### src/rtl/calc_pkg.sv
package calc_pkg;

	localparam int NUM_SLOTS = 2;
	localparam int LOADS_W   = $clog2(NUM_SLOTS + 1);

	localparam int CODE_W  = 24;
	localparam int BYTE_W  = 8;
	localparam int COUNT_W = 3;

	localparam logic [CODE_W-1:0]  ERASED_CODE = 24'hFF_FFFF;
	localparam logic [COUNT_W-1:0] CHECK_POS   = 3'd5;
	localparam logic [COUNT_W-1:0] SUM_POS     = 3'd4;

	localparam logic [2:0] ST_NONE    = 3'd0;
	localparam logic [2:0] ST_STORED  = 3'd1;
	localparam logic [2:0] ST_BAD_OPN = 3'd2;
	localparam logic [2:0] ST_REFUSED = 3'd3;
	localparam logic [2:0] ST_OPENED  = 3'd4;
	localparam logic [2:0] ST_LOCKED  = 3'd5;

	typedef logic [CODE_W-1:0] code_t;
	typedef logic [BYTE_W-1:0] byte_t;

endpackage

### src/rtl/card_access_lock_controller.sv
// Card access lock controller.
// Input channel (in_valid/in_ready): mode selects a serial byte (rx_byte, mode 0)
// or a decoded card code (card_code, mode 1). Every input transfer yields exactly
// one result transfer on the output channel (out_valid/out_ready) carrying
// echo_valid, echo_byte, status, load_done and door_open_out.
// Serial bytes are echoed and gathered into 6-byte frames; the sixth byte is the
// checksum, and a good frame written while the door is open loads the slot that
// byte 0 names with bytes 1..3.
// The result appears in the cycle after the input transfer, from the result
// register. Throughput: one item per cycle while the receiver does not stall; the
// frame state and the slot compares are updated in the same cycle the item is taken.
// in_ready is high whenever the result register is empty or being drained, so
// a stalled receiver holds the result and blocks new input only while it stalls.
// Reset: all slots erased (all ones), door open, load mode, no frame gathered.
// In load mode cards are ignored; after NUM_SLOTS stored frames the door locks and
// load_done is reported.
module card_access_lock_controller (
	input  logic                         clk,
	input  logic                         arst_n,
	input  logic                         in_valid,
	output logic                         in_ready,
	input  logic                         mode,
	input  logic [7:0]                   rx_byte,
	input  logic [23:0]                  card_code,
	output logic                         out_valid,
	input  logic                         out_ready,
	output logic                         echo_valid,
	output logic [7:0]                   echo_byte,
	output logic [2:0]                   status,
	output logic                         load_done,
	output logic                         door_open_out
);

	calc_pkg::byte_t                       frame_q [4];
	calc_pkg::byte_t                       sum_q;
	logic [calc_pkg::COUNT_W-1:0]          byte_count_q;
	calc_pkg::code_t                       slot_q [calc_pkg::NUM_SLOTS];
	logic                                  door_open_q;
	logic                                  load_mode_q;
	logic [calc_pkg::LOADS_W-1:0]          loads_q;

	logic                                  out_valid_q;
	logic                                  echo_valid_q;
	calc_pkg::byte_t                       echo_byte_q;
	logic [2:0]                            status_q;
	logic                                  load_done_q;
	logic                                  door_out_q;

	logic                                  accept;
	logic                                  is_check;
	logic                                  slot_ok;
	logic                                  frame_ok;
	logic                                  finish_load;
	logic                                  hit;
	logic                                  door_nxt;
	logic [2:0]                            status_nxt;

	assign in_ready = !out_valid_q || out_ready;
	assign accept   = in_valid && in_ready;

	assign is_check = (byte_count_q == calc_pkg::CHECK_POS);
	assign slot_ok  = (frame_q[0] != '0) &&
		(frame_q[0] <= calc_pkg::BYTE_W'(calc_pkg::NUM_SLOTS));
	assign frame_ok = (sum_q == rx_byte) && door_open_q && slot_ok;
	assign finish_load = frame_ok && load_mode_q &&
		(loads_q == calc_pkg::LOADS_W'(calc_pkg::NUM_SLOTS - 1));

	always_comb begin
		hit = 1'b0;
		for (int i = 0; i < calc_pkg::NUM_SLOTS; i++) begin
			if (slot_q[i] == card_code)
				hit = 1'b1;
		end
	end

	always_comb begin
		door_nxt   = door_open_q;
		status_nxt = calc_pkg::ST_NONE;
		if (!mode) begin
			if (is_check) begin
				if (frame_ok) begin
					status_nxt = calc_pkg::ST_STORED;
					if (finish_load)
						door_nxt = 1'b0;
				end else begin
					status_nxt = door_open_q ? calc_pkg::ST_BAD_OPN : calc_pkg::ST_REFUSED;
				end
			end
		end else if (!load_mode_q && hit) begin
			door_nxt   = !door_open_q;
			status_nxt = door_open_q ? calc_pkg::ST_LOCKED : calc_pkg::ST_OPENED;
		end
	end

	// frame gathering; byte 4 only enters the running sum
	always_ff @(posedge clk) begin
		if (accept && !mode && !is_check) begin
			if (byte_count_q != calc_pkg::SUM_POS)
				frame_q[byte_count_q[1:0]] <= rx_byte;
			sum_q <= (byte_count_q == '0) ? rx_byte : sum_q + rx_byte;
		end
	end

	always_ff @(posedge clk or negedge arst_n) begin
		if (!arst_n) begin
			byte_count_q <= '0;
			door_open_q  <= 1'b1;
			load_mode_q  <= 1'b1;
			loads_q      <= '0;
			for (int i = 0; i < calc_pkg::NUM_SLOTS; i++)
				slot_q[i] <= calc_pkg::ERASED_CODE;
		end else if (accept) begin
			door_open_q <= door_nxt;
			if (!mode) begin
				byte_count_q <= is_check ? '0 : byte_count_q + 1'b1;
				if (is_check && frame_ok) begin
					for (int i = 0; i < calc_pkg::NUM_SLOTS; i++) begin
						if (frame_q[0] == calc_pkg::BYTE_W'(i + 1))
							slot_q[i] <= {frame_q[1], frame_q[2], frame_q[3]};
					end
					if (load_mode_q) begin
						loads_q <= loads_q + 1'b1;
						if (finish_load)
							load_mode_q <= 1'b0;
					end
				end
			end
		end
	end

	// result register
	always_ff @(posedge clk or negedge arst_n) begin
		if (!arst_n) begin
			out_valid_q <= 1'b0;
		end else if (in_ready) begin
			out_valid_q <= in_valid;
		end
	end

	always_ff @(posedge clk) begin
		if (accept) begin
			echo_valid_q <= !mode;
			echo_byte_q  <= mode ? '0 : rx_byte;
			status_q     <= status_nxt;
			load_done_q  <= !mode && is_check && finish_load;
			door_out_q   <= door_nxt;
		end
	end

	assign out_valid     = out_valid_q;
	assign echo_valid    = echo_valid_q;
	assign echo_byte     = echo_byte_q;
	assign status        = status_q;
	assign load_done     = load_done_q;
	assign door_open_out = door_out_q;

`ifndef NO_ASSERTIONS
	a_load_done_locks: assert property (@(posedge clk) disable iff (!arst_n)
		out_valid && load_done |-> status == calc_pkg::ST_STORED && !door_open_out)
		else $error("load_done without store and lock");

	a_load_mode_open: assert property (@(posedge clk) disable iff (!arst_n)
		load_mode_q |-> door_open_q)
		else $error("door locked while in load mode");

	a_count_range: assert property (@(posedge clk) disable iff (!arst_n)
		byte_count_q <= calc_pkg::CHECK_POS)
		else $error("frame byte count out of range");

	a_card_no_echo: assert property (@(posedge clk) disable iff (!arst_n)
		accept && mode |=> out_valid && !echo_valid && echo_byte == '0 && !load_done)
		else $error("card result carries echo or load_done");
`endif

endmodule
### config.mk
export PLATFORM = sky130hd
export DESIGN_NAME = card_access_lock_controller
export DESIGN_NICKNAME = d
export VERILOG_FILES = /design/src/rtl/calc_pkg.sv /design/src/rtl/card_access_lock_controller.sv
export SDC_FILE = /design/constraint.sdc
export NUM_CORES = 1
export LEC_CHECK = 0
export ABC_AREA = 1
export BUFFER_PORTS_ARGS = -buffer_cell sky130_fd_sc_hd__buf_2
export CAP_MARGIN = 20
export CORE_AREA = 2 2 94 96
export CTS_CLUSTER_DIAMETER = 150
export DETAILED_ROUTE_END_ITERATION = 10
export DIE_AREA = 0 0 96 98
export PLACE_DENSITY = 0.83
export SLEW_MARGIN = 20
export SYNTH_ARGS = -nofsm -noshare
export SYNTH_HDL_FRONTEND = slang
export SYNTH_SLANG_ARGS = --single-unit
### constraint.sdc
create_clock -name clk -period 3.7 [get_ports clk]
set_input_delay 0.74 -clock clk [delete_from_list [all_inputs] [get_ports clk]]
set_output_delay 0.74 -clock clk [all_outputs]
set_load 0.01 [all_outputs]
== Word-level counts from Yosys, hierarchy flattened ==
Memory sizes are Yosys's and may differ from the RTL's.
Index checks and enable logic that the tools add are counted.
Operators by class
  shift-type cells: 0
  mux-type cells: 20
  bitwise gates (word level): 1
  equality and inequality tests: 8
  order comparisons: 1
  reduce and logical (&&, ||, !) cells: 25
  add/subtract/negate cells: 3
  div/mod/pow operators: 0
  multiply operators: 0
Operators by type and width (number)
  $eq A24 B24 Y1: 2
  $mux W1: 14
  $logic_and A1 B1 Y1: 12
  $reduce_and A4 Y1: 3
  $mux W3: 3
  $add A8 B8 Y8: 1
  $eq A8 B1 Y1 const B: 1
  $eq A8 B2 Y1 const B: 1
  $eq A8 B8 Y1: 1
  $le A8 B2 Y1 const B: 1
  $mux W8: 1
  $reduce_bool A8 Y1: 1
  $logic_not A1 Y1: 5
  $mux W2: 2
  $add A3 B1 Y3 const B: 1
  $eq A3 B3 Y1 const B: 1
  $logic_not A3 Y1: 1
  $ne A3 B3 Y1 const B: 1
  $reduce_and A3 Y1: 1
  $add A2 B1 Y2 const B: 1
  $eq A2 B1 Y1 const B: 1
  $reduce_and A2 Y1: 1
  $logic_or A1 B1 Y1: 1
  $not A1 Y1: 1
Storage, ports and cells
  bits in latches: 0
  ROM bits: 0
  logic and storage cells: 72
  register bits after elaboration: 78
  memories: 1
  output and inout port bits: 16
  memory bits (writable): 32
  input bits: 37
Memories
  frame_q: words 4, width 8, rd ports 4, clocked after memory_dff 0, wr ports 1, line card_access_lock_controller.sv:34  | calc_pkg::byte_t frame_q [4];

== Longest topological paths before layout ==
Gate-level depths: netlist of the first run.
An unclocked memory read counts as a cell.
  depth in word-level cells: 10
  gate-level depth with buffers: 15
  depth with buffers taken out: 15

== Worst setup path before layout of the first run ==
Ideal clock, no wire load.
  path kind: input-to-reg
  start: in out_ready
  end: mem frame_q[2][0] in the netlist's numbering (enable)
  stages on the path: 6
  data required time: 3.317 ns
  setup time: 0.383 ns
  path buffers: 0
  slack: 1.338 ns
  arrival time: 1.979 ns
  path through: inv_1 -> nand2_1 -> nand2_1 -> nor2_2 -> inv_1 -> nor3_1
On the way
  longest elaborated chain between the ends: 6
Ends and longest elaborated chain
  start: declaration: line card_access_lock_controller.sv:26  | input logic out_ready,
  $logic_or A1 B1 Y1: line card_access_lock_controller.sv:58  | assign in_ready = !out_valid_q || out_ready;
  net in_ready: line card_access_lock_controller.sv:21  | output logic in_ready,
  $logic_and A1 B1 Y1: line card_access_lock_controller.sv:59  | assign accept = in_valid && in_ready;
  $logic_and A1 B1 Y1 (2 in series): line card_access_lock_controller.sv:97  | if (accept && !mode && !is_check) begin
  $mux W1: line card_access_lock_controller.sv:97
  $mux W1 (implied by the code): line card_access_lock_controller.sv:99  | frame_q[byte_count_q[1:0]] <= rx_byte;
  end: declaration: line card_access_lock_controller.sv:34
The timed path passes the listed nets, and every way through them passes these cells.

== Worst setup path after layout of the first run ==
  start: in rx_byte[2]
  end: reg slot_q[29] in the netlist's numbering, read port of frame_q
On the way
  longest elaborated chain between the ends: 5
Ends and longest elaborated chain
  start: declaration: line card_access_lock_controller.sv:23  | input logic [7:0] rx_byte,
  $eq A8 B8 Y1: line card_access_lock_controller.sv:64  | assign frame_ok = (sum_q == rx_byte) && door_open_q && slot_ok;
  $logic_and A1 B1 Y1 (2 in series): line card_access_lock_controller.sv:64
  $logic_and A1 B1 Y1: line card_access_lock_controller.sv:116  | if (is_check && frame_ok) begin
  $reduce_and A4 Y1 (no line)
  end: declaration: line card_access_lock_controller.sv:37  | calc_pkg::code_t slot_q [calc_pkg::NUM_SLOTS];
No other way between the ends.
A chain may end at the register's enable or synchronous reset.

==> results of run 1 <==
## area by class of cell
type                       instances  area, um^2  area share [%]
timing repair buffer              56         290            5.06
tap                              108         135            2.35
inverter                          76         285            4.97
multi-input combinational        331        1750            30.4
clock buffer                      10         149            2.59
clock inverter                     6        48.8           0.850
sequential                       110        3090            53.8
## metal layers
| metal | vias to the layer above | part of all wire, % | global-route usage (%) |
|---|---|---|---|
| li1 | 1795 | - | - |
| met1 | 1704 | 42 | 30.1 |
| met2 | 131 | 50 | 38.0 |
| met3 | 21 | 5.9 | 4.71 |
| met4 | 0 | 2.2 | 7.69 |
| met5 | - | 0 | 0 |
## worst paths after layout
path | start | endpoint | slack, ps | cells after the start
min | arst_n | loads_q[0] | 410 | 1
max | rx_byte[2] | slot_q[29] | 1360 | 12
min reg2reg | slot_q[23] | slot_q[23] | 490 | 2
max reg2reg | byte_count_q[2] | frame_q[0][0] | 1440 | 3
min in group clk | slot_q[23] | slot_q[23] | 490 | 2
max in group asynchronous | arst_n | slot_q[9] | 2460 | 2
## metrics by stage
stage,worst slack (ps),cell area [um^2],std cells,hold WS (ps)
detailed placement,981,5540,681,472
finish,1360,5740,697,407
global placement,1090,5540,681,460
global route,1180,5740,697,446
floorplan,1340,5210,528,444
CTS,1370,5740,697,405
## placed cells by master (no fill, tap or decap), drive strengths merged, types with 3 or more instances in the layout
cell	count
a31oi	3
nand3	12
inv	79
nand2	123
ha	9
o21ai	57
clkbuf	10
buf	56
edfxtp	54
nand4	3
nor2	64
a21oi	6
dfrtp	6
nor3	3
xor2	42
dfstp	50
## worst register-to-register path: stages, from the launching register on
cell and delay [ps]:
dfrtp_1 440, nor3_2 570, inv_1 300, nor2_1 600
## registers in the layout (all words and copies together), names as in the netlist
register,flops
byte_count_q,3
door_open_out,1
door_open_q,1
echo_byte,8
echo_valid,1
frame_q,32
load_done,1
load_mode_q,1
loads_q,2
out_valid,1
slot_q,48
status,3
sum_q,8
## logic make-up (layout without fill, tap and decap cells)
| group | after synthesis | count (layout) | share of synthesized area (%) |
|---|---|---|---|
| AO/OA/AOI/OAI | 70 | 70 | 7.52 |
| XOR/XNOR | 43 | 43 | 7.23 |
| adder cells (fa/ha/maj) | 10 | 10 | 2.55 |
| buffers and inverters | 87 | 148 | 7.21 |
| flip-flops | 110 | 110 | 59.3 |
| AND/OR/NAND/NOR | 208 | 208 | 16.2 |
## power groups by stage
stage	clock network [mW]	logic, mW	registers, mW
after global placement	0	0.356	1.43
after detailed placement	0	0.374	1.44
after global routing	0.764	0.434	1.42
after CTS	0.725	0.379	1.41
final	0.706	0.380	1.41
after floorplan	0	0.239	1.43
==> results.sh, run 1 <==
export IMPL_grt_pass1_vias=3576
export IMPL_synth_cell_type_count=31
export IMPL_fill_cells=633
export IMPL_synth_yosys_seq_area_share_pct=59.3
export IMPL_finalSetupViolCount=0
export IMPL_clockPowerShare_pct=28.2
export IMPL_path_max_fanout=48
export IMPL_cts_root_buf="clkbuf_8"
export IMPL_arrival_ps=2630
export IMPL_port_buffer_count=52
export IMPL_synth_area_leader_cell="edfxtp_1"
export IMPL_vias_per_cell=5.24
export IMPL_path_class="input pin to flop"
export IMPL_synth_flop_cell="edfxtp_1"
export IMPL_p_int_mw=1.80
export IMPL_coreArea_um2=8470
export IMPL_fin_crit_sh_pct=63.2
export IMPL_dp_hpwl_um=7180
export IMPL_post_cts_buffers=0
export IMPL_avgSynthCellArea_um2=9.86
export IMPL_grt_first_pass_wirelength_um=16500
export IMPL_maxCapViolations=0
export IMPL_path_clk_slew_ps=110
export IMPL_clk_latency_ps=370
export IMPL_synth_warnings=0
export IMPL_skew_ps=10.6
export IMPL_p_switching_uw=704
export IMPL_cts_buffers=9
export IMPL_cpLargestDelayFamily="simple AND/OR/NAND/NOR gates"
export IMPL_grt_start_max_net_pins=49
export IMPL_route_detailed_drc=0
export IMPL_p_leak_nw=2.62
export IMPL_yosysTopAreaCellShare_pct=31.1
export IMPL_utilization_pct=67.8
export IMPL_netlist_top_cells_count="nand2_1, inv_1, nor2_1"
export IMPL_cp_cell_sequence="buf_2 > ha_1 > inv_2 > nand2_1 > nor2_1 > nand2_1 > nor2_2 > nand2_2 > nor2_4 > nand3b_2 > buf_4 > o21ai_0"
export IMPL_pwr_density_cell_nw_per_um2=436
export IMPL_power_frac_comb_pct=15.2
export IMPL_grt_setup_unrepaired="false"
export IMPL_die_x_um=96
export IMPL_synth_most_common_cell="nand2_1"
export IMPL_slowest_stage="ha_1"
export IMPL_tightest_slew_ps=741
export IMPL_vias=3651
export IMPL_cp_end_kind="flop"
export IMPL_slew_viol_final=0
export IMPL_hp_class="input pin to async pin"
export IMPL_cts_max_level=3
export IMPL_grt_util_all_layers_pct=22.9
export IMPL_cp_common_cell="nand2_1"
export IMPL_gp_congestion=0.858
export IMPL_synth_seq_cells=110
export IMPL_first_iter_violations=185
export IMPL_clock_path_buffers=2
export IMPL_drive_gt1_share_pct=23.9
export IMPL_async_reset_ff_share_pct=50.9
export IMPL_synth_edff_count=54
export IMPL_hold_buffers=0
export IMPL_postCtsResizedCells=0
export IMPL_cp_required_ps=3990
export IMPL_cpPeakStageDelay_ps=390
export IMPL_synth_area_um2=5210
export IMPL_seqPwrFrac_pct=56.6
export IMPL_wl_per_cell_um=14.6
export IMPL_rows=34
export IMPL_cts_tree="yes"
export IMPL_cts_sinks=110
export IMPL_finalPower_mw=2.50
export IMPL_syn2layout_area_growth_pct=10.2
export IMPL_switching_share_pct=28.1
export IMPL_clock_fmax_ghz=0.427
export IMPL_fin_setup_tns_ps=0
export IMPL_drtAntennaViolNets=0
export IMPL_die_area_um2=9410
export IMPL_hold_violations=0
export IMPL_synth_area_leaders="edfxtp_1, dfstp_2, nand2_1"
export IMPL_cp_buffers_inverters=3
export IMPL_drt_wl_total_um=10200
export IMPL_layout_nets=631
export IMPL_dr_pass1_iters=5
export IMPL_peakVddDrop_mv=0.295
export IMPL_slew_headroom_pct=50.4
export IMPL_synth_cells=528
export IMPL_gr_total_overflow=0
export IMPL_antenna_found_initial=0
export IMPL_ios=53
export IMPL_startpoint_type="input pin"
export IMPL_antennaDiodeCount=0
export IMPL_layout_min_cycle_time_ps=2340
export IMPL_die_y_um=98
export IMPL_syn_nets=575
export IMPL_start_util_pct=61.5
export IMPL_status="finished, final reports clean"
No activity file was read; power rests on OpenSTA's default activity.
==> run 2: changes to the inputs <==
Settings changed: ABC_AREA 1 to 0, CORE_AREA 2 2 94 96 to 2 2 97 99, DIE_AREA 0 0 96 98 to 0 0 99 101, PLACE_DENSITY 0.83 to 0.79.
Clock period 3.7 ns to 2.4 ns, I/O delays scaled along.
==> run 2 against run 1 <==
Compared with the run above: largest power group unchanged; register-to-register slack worse by 1400 ps; critical path depth down 5; critical path type is now flop to flop; clock skew up 8.2 ps; count of clock-buffer cells in the layout did not move; core utilization is 0.62 points higher; sequential cell count unchanged; via count decreased by 15%; synthesized cell count shrank 33%; non-clock buffer count is 28 higher; global-route usage decreased by 0.61 points; largest cell class unchanged; design area grew 7.0%.
==> results.sh, run 2 <==
export IMPL_antennaDiodeCount=0
export IMPL_syn_nets=400
export IMPL_grt_util_all_layers_pct=22.3
export IMPL_grt_first_pass_wirelength_um=16800
export IMPL_maxCapViolations=0
export IMPL_clock_fmax_ghz=0.424
export IMPL_drtAntennaViolNets=0
export IMPL_antenna_found_initial=0
export IMPL_peakVddDrop_mv=0.419
export IMPL_cts_buffers=9
export IMPL_vias_per_cell=5.60
export IMPL_grt_setup_unrepaired="true"
export IMPL_hold_violations=0
export IMPL_finalPower_mw=4.16
export IMPL_synth_cells=353
export IMPL_clock_path_buffers=2
export IMPL_dp_hpwl_um=7850
export IMPL_synth_cell_type_count=42
export IMPL_dr_pass1_iters=4
export IMPL_top_usage_layer="met2"
export IMPL_rows=35
export IMPL_synth_edff_count=54
export IMPL_ios=53
export IMPL_cpLargestDelayFamily="simple AND/OR/NAND/NOR gates"
export IMPL_top_regs="slot_q: 48 flops, frame_q: 32 flops"
export IMPL_grt_start_max_net_pins=31
export IMPL_timing_hold_ws_ps=128
export IMPL_met2_usage_pct=39.4
export IMPL_cts_root_buf="clkbuf_8"
export IMPL_cts_tree="yes"
export IMPL_use_met1_pct=27.4
export IMPL_cts_sinks=110
export IMPL_utilization_pct=68.4
export IMPL_pwr_density_cell_nw_per_um2=678
export IMPL_slew_headroom_pct=56.8
export IMPL_switching_share_pct=26.3
export IMPL_seqPwrFrac_pct=53.2
export IMPL_hp_class="input pin to async pin"
export IMPL_power_frac_comb_pct=16.9
export IMPL_startpoint_type="flop"
export IMPL_route_detailed_drc=0
export IMPL_syn2layout_area_growth_pct=18.4
export IMPL_cp_end_kind="flop"
export IMPL_synth_warnings=0
export IMPL_top_register="slot_q"
export IMPL_skew_ps=18.8
export IMPL_status="finished, final reports clean"
export IMPL_placed_cell_area_um2=5720
export IMPL_largest_reg_flops=48
export IMPL_synth_area_um2=5190
export IMPL_finalNonFillerCells=556
export IMPL_cpPeakStageDelay_ps=420
export IMPL_arrival_ps=2650
export IMPL_netlist_top_cells_count="edfxtp_1, dfstp_2, xnor2_1"
export IMPL_layout_min_cycle_time_ps=2360
export IMPL_tightest_slew_ps=648
export IMPL_synth_area_leaders="edfxtp_1, dfstp_2, mux2_4"
export IMPL_first_iter_violations=112
export IMPL_slowest_stage="edfxtp_1"
export IMPL_synth_most_common_cell="edfxtp_1"
export IMPL_die_x_um=99
export IMPL_synth_area_leader_cell="edfxtp_1"
export IMPL_place_ws_ps=-364
export IMPL_use_met3_pct=4.79
export IMPL_path_max_fanout=6
export IMPL_path_clk_slew_ps=110
export IMPL_wl_per_cell_um=19.8
export IMPL_p_int_mw=3.07
export IMPL_coreArea_um2=8980
export IMPL_clk_latency_ps=370
export IMPL_gp_congestion=0.849
export IMPL_cp_common_cell="nor4_4"
export IMPL_port_buffer_count=52
export IMPL_gr_total_overflow=0
export IMPL_start_util_pct=57.8
export IMPL_p_leak_nw=2.34
export IMPL_fin_crit_sh_pct=98.2
export IMPL_die_y_um=101
export IMPL_grt_pass1_vias=3247
export IMPL_synth_yosys_seq_area_share_pct=59.5
export IMPL_die_area_um2=10000
export IMPL_clockPowerShare_pct=29.9
export IMPL_cp_cell_sequence="ha_4 > nor4_4 > nand4_1 > nor4_4 > and3b_2 > clkbuf_16 > mux2_4"
export IMPL_vias=3111
export IMPL_fin_setup_tns_ps=0
export IMPL_avgSynthCellArea_um2=14.7
export IMPL_cp_buffers_inverters=1
export IMPL_drive_gt1_share_pct=47.6
export IMPL_final_cell_mix="edfxtp_1, buf_2, xnor2_1, dfstp_2, mux2_4"
export IMPL_yosysTopAreaCellShare_pct=31.3
export IMPL_cts_max_level=3
export IMPL_async_reset_ff_share_pct=50.9
export IMPL_layout_nets=487
export IMPL_fin_area_um2=6140
export IMPL_synth_seq_cells=110
export IMPL_final_common_cell="edfxtp_1"
export IMPL_fin_ws_ps=43.7
export IMPL_p_switching_mw=1.10
export IMPL_path_class="flop to flop"
export IMPL_finalSetupViolCount=0
export IMPL_slew_viol_final=0
export IMPL_synth_flop_cell="edfxtp_1"
export IMPL_fill_cells=608
export IMPL_cp_required_ps=2700
export IMPL_drt_wl_total_um=11000
export IMPL_placed_cells=535
## run 2: changes by cell type after synthesis, moves of 9 or more
| cell | previous run | this run |
|---|---|---|
| xor2_1 | 42 | 6 |
| o21ai_1 | 32 | 0 |
| inv_1 | 72 | 8 |
| o21ai_0 | 17 | 5 |
| mux2_2 | 0 | 9 |
| nor2_1 | 61 | 18 |
| nand2_1 | 122 | 14 |
| nand4_1 | 3 | 13 |
| mux2_4 | 0 | 40 |
| xnor2_1 | 1 | 50 |
## run 2: repair_timing
item	4_1_cts	5_1_grt
endpoints found under the setup margin	48	48
gates cloned	1	2
endpoints found under the hold margin	0	0
hold buffers	0	0
gates resized for setup	7	8
setup buffers	1	1
pin swaps	4	3
## run 2: layout make-up
type                            count  area, um^2  area share (%)
Sequential cell                   110        3090            50.2
Multi-Input combinational cell    227        2070            33.7
Timing Repair Buffer               84         593            9.66
Tap cell                          111         139            2.26
Clock buffer                       10         138            2.24
Clock inverter                      6        90.1            1.47
Inverter                            8        30.0           0.489
## run 2: worst paths after layout
kind / startpoint / to / slack, ps / cells after the start
max: sum_q[0] / slot_q[7] / 40 / 7
min: arst_n / out_valid / 130 / 1
max reg2reg: sum_q[0] / slot_q[7] / 40 / 7
max in group asynchronous: arst_n / slot_q[45] / 1610 / 2
min in group clk: in_valid / out_valid / 340 / 2
min reg2reg: frame_q[3][4] / slot_q[28] / 510 / 1
## run 2: cells by family (layout without fill, tap and decap cells)
family	Yosys count	count (layout)	synth area share, %
compound gates	21	21	2.48
xor+xnor	56	56	9.45
fa+ha+maj	10	10	2.56
buf+inv	16	108	2.70
flops	110	110	59.5
mux	50	50	13.7
simple gates	90	90	9.62
## run 2: power by group through the flow
stage                     clock (mW)  combinational [mW]  sequential, mW
final                           1.24               0.705            2.22
after global routing            1.33               0.773            2.23
after CTS                       1.27               0.686            2.21
after detailed placement           0               0.665            2.24
after global placement             0               0.631            2.23
after floorplan                    0               0.383            2.23
## run 2: per-layer routing
metal | up-vias | routed length (um)
met4 | 0 | 274
li1 | 1440 | -
met1 | 1555 | 4610
met2 | 97 | 5670
met5 | - | 0
met3 | 19 | 429
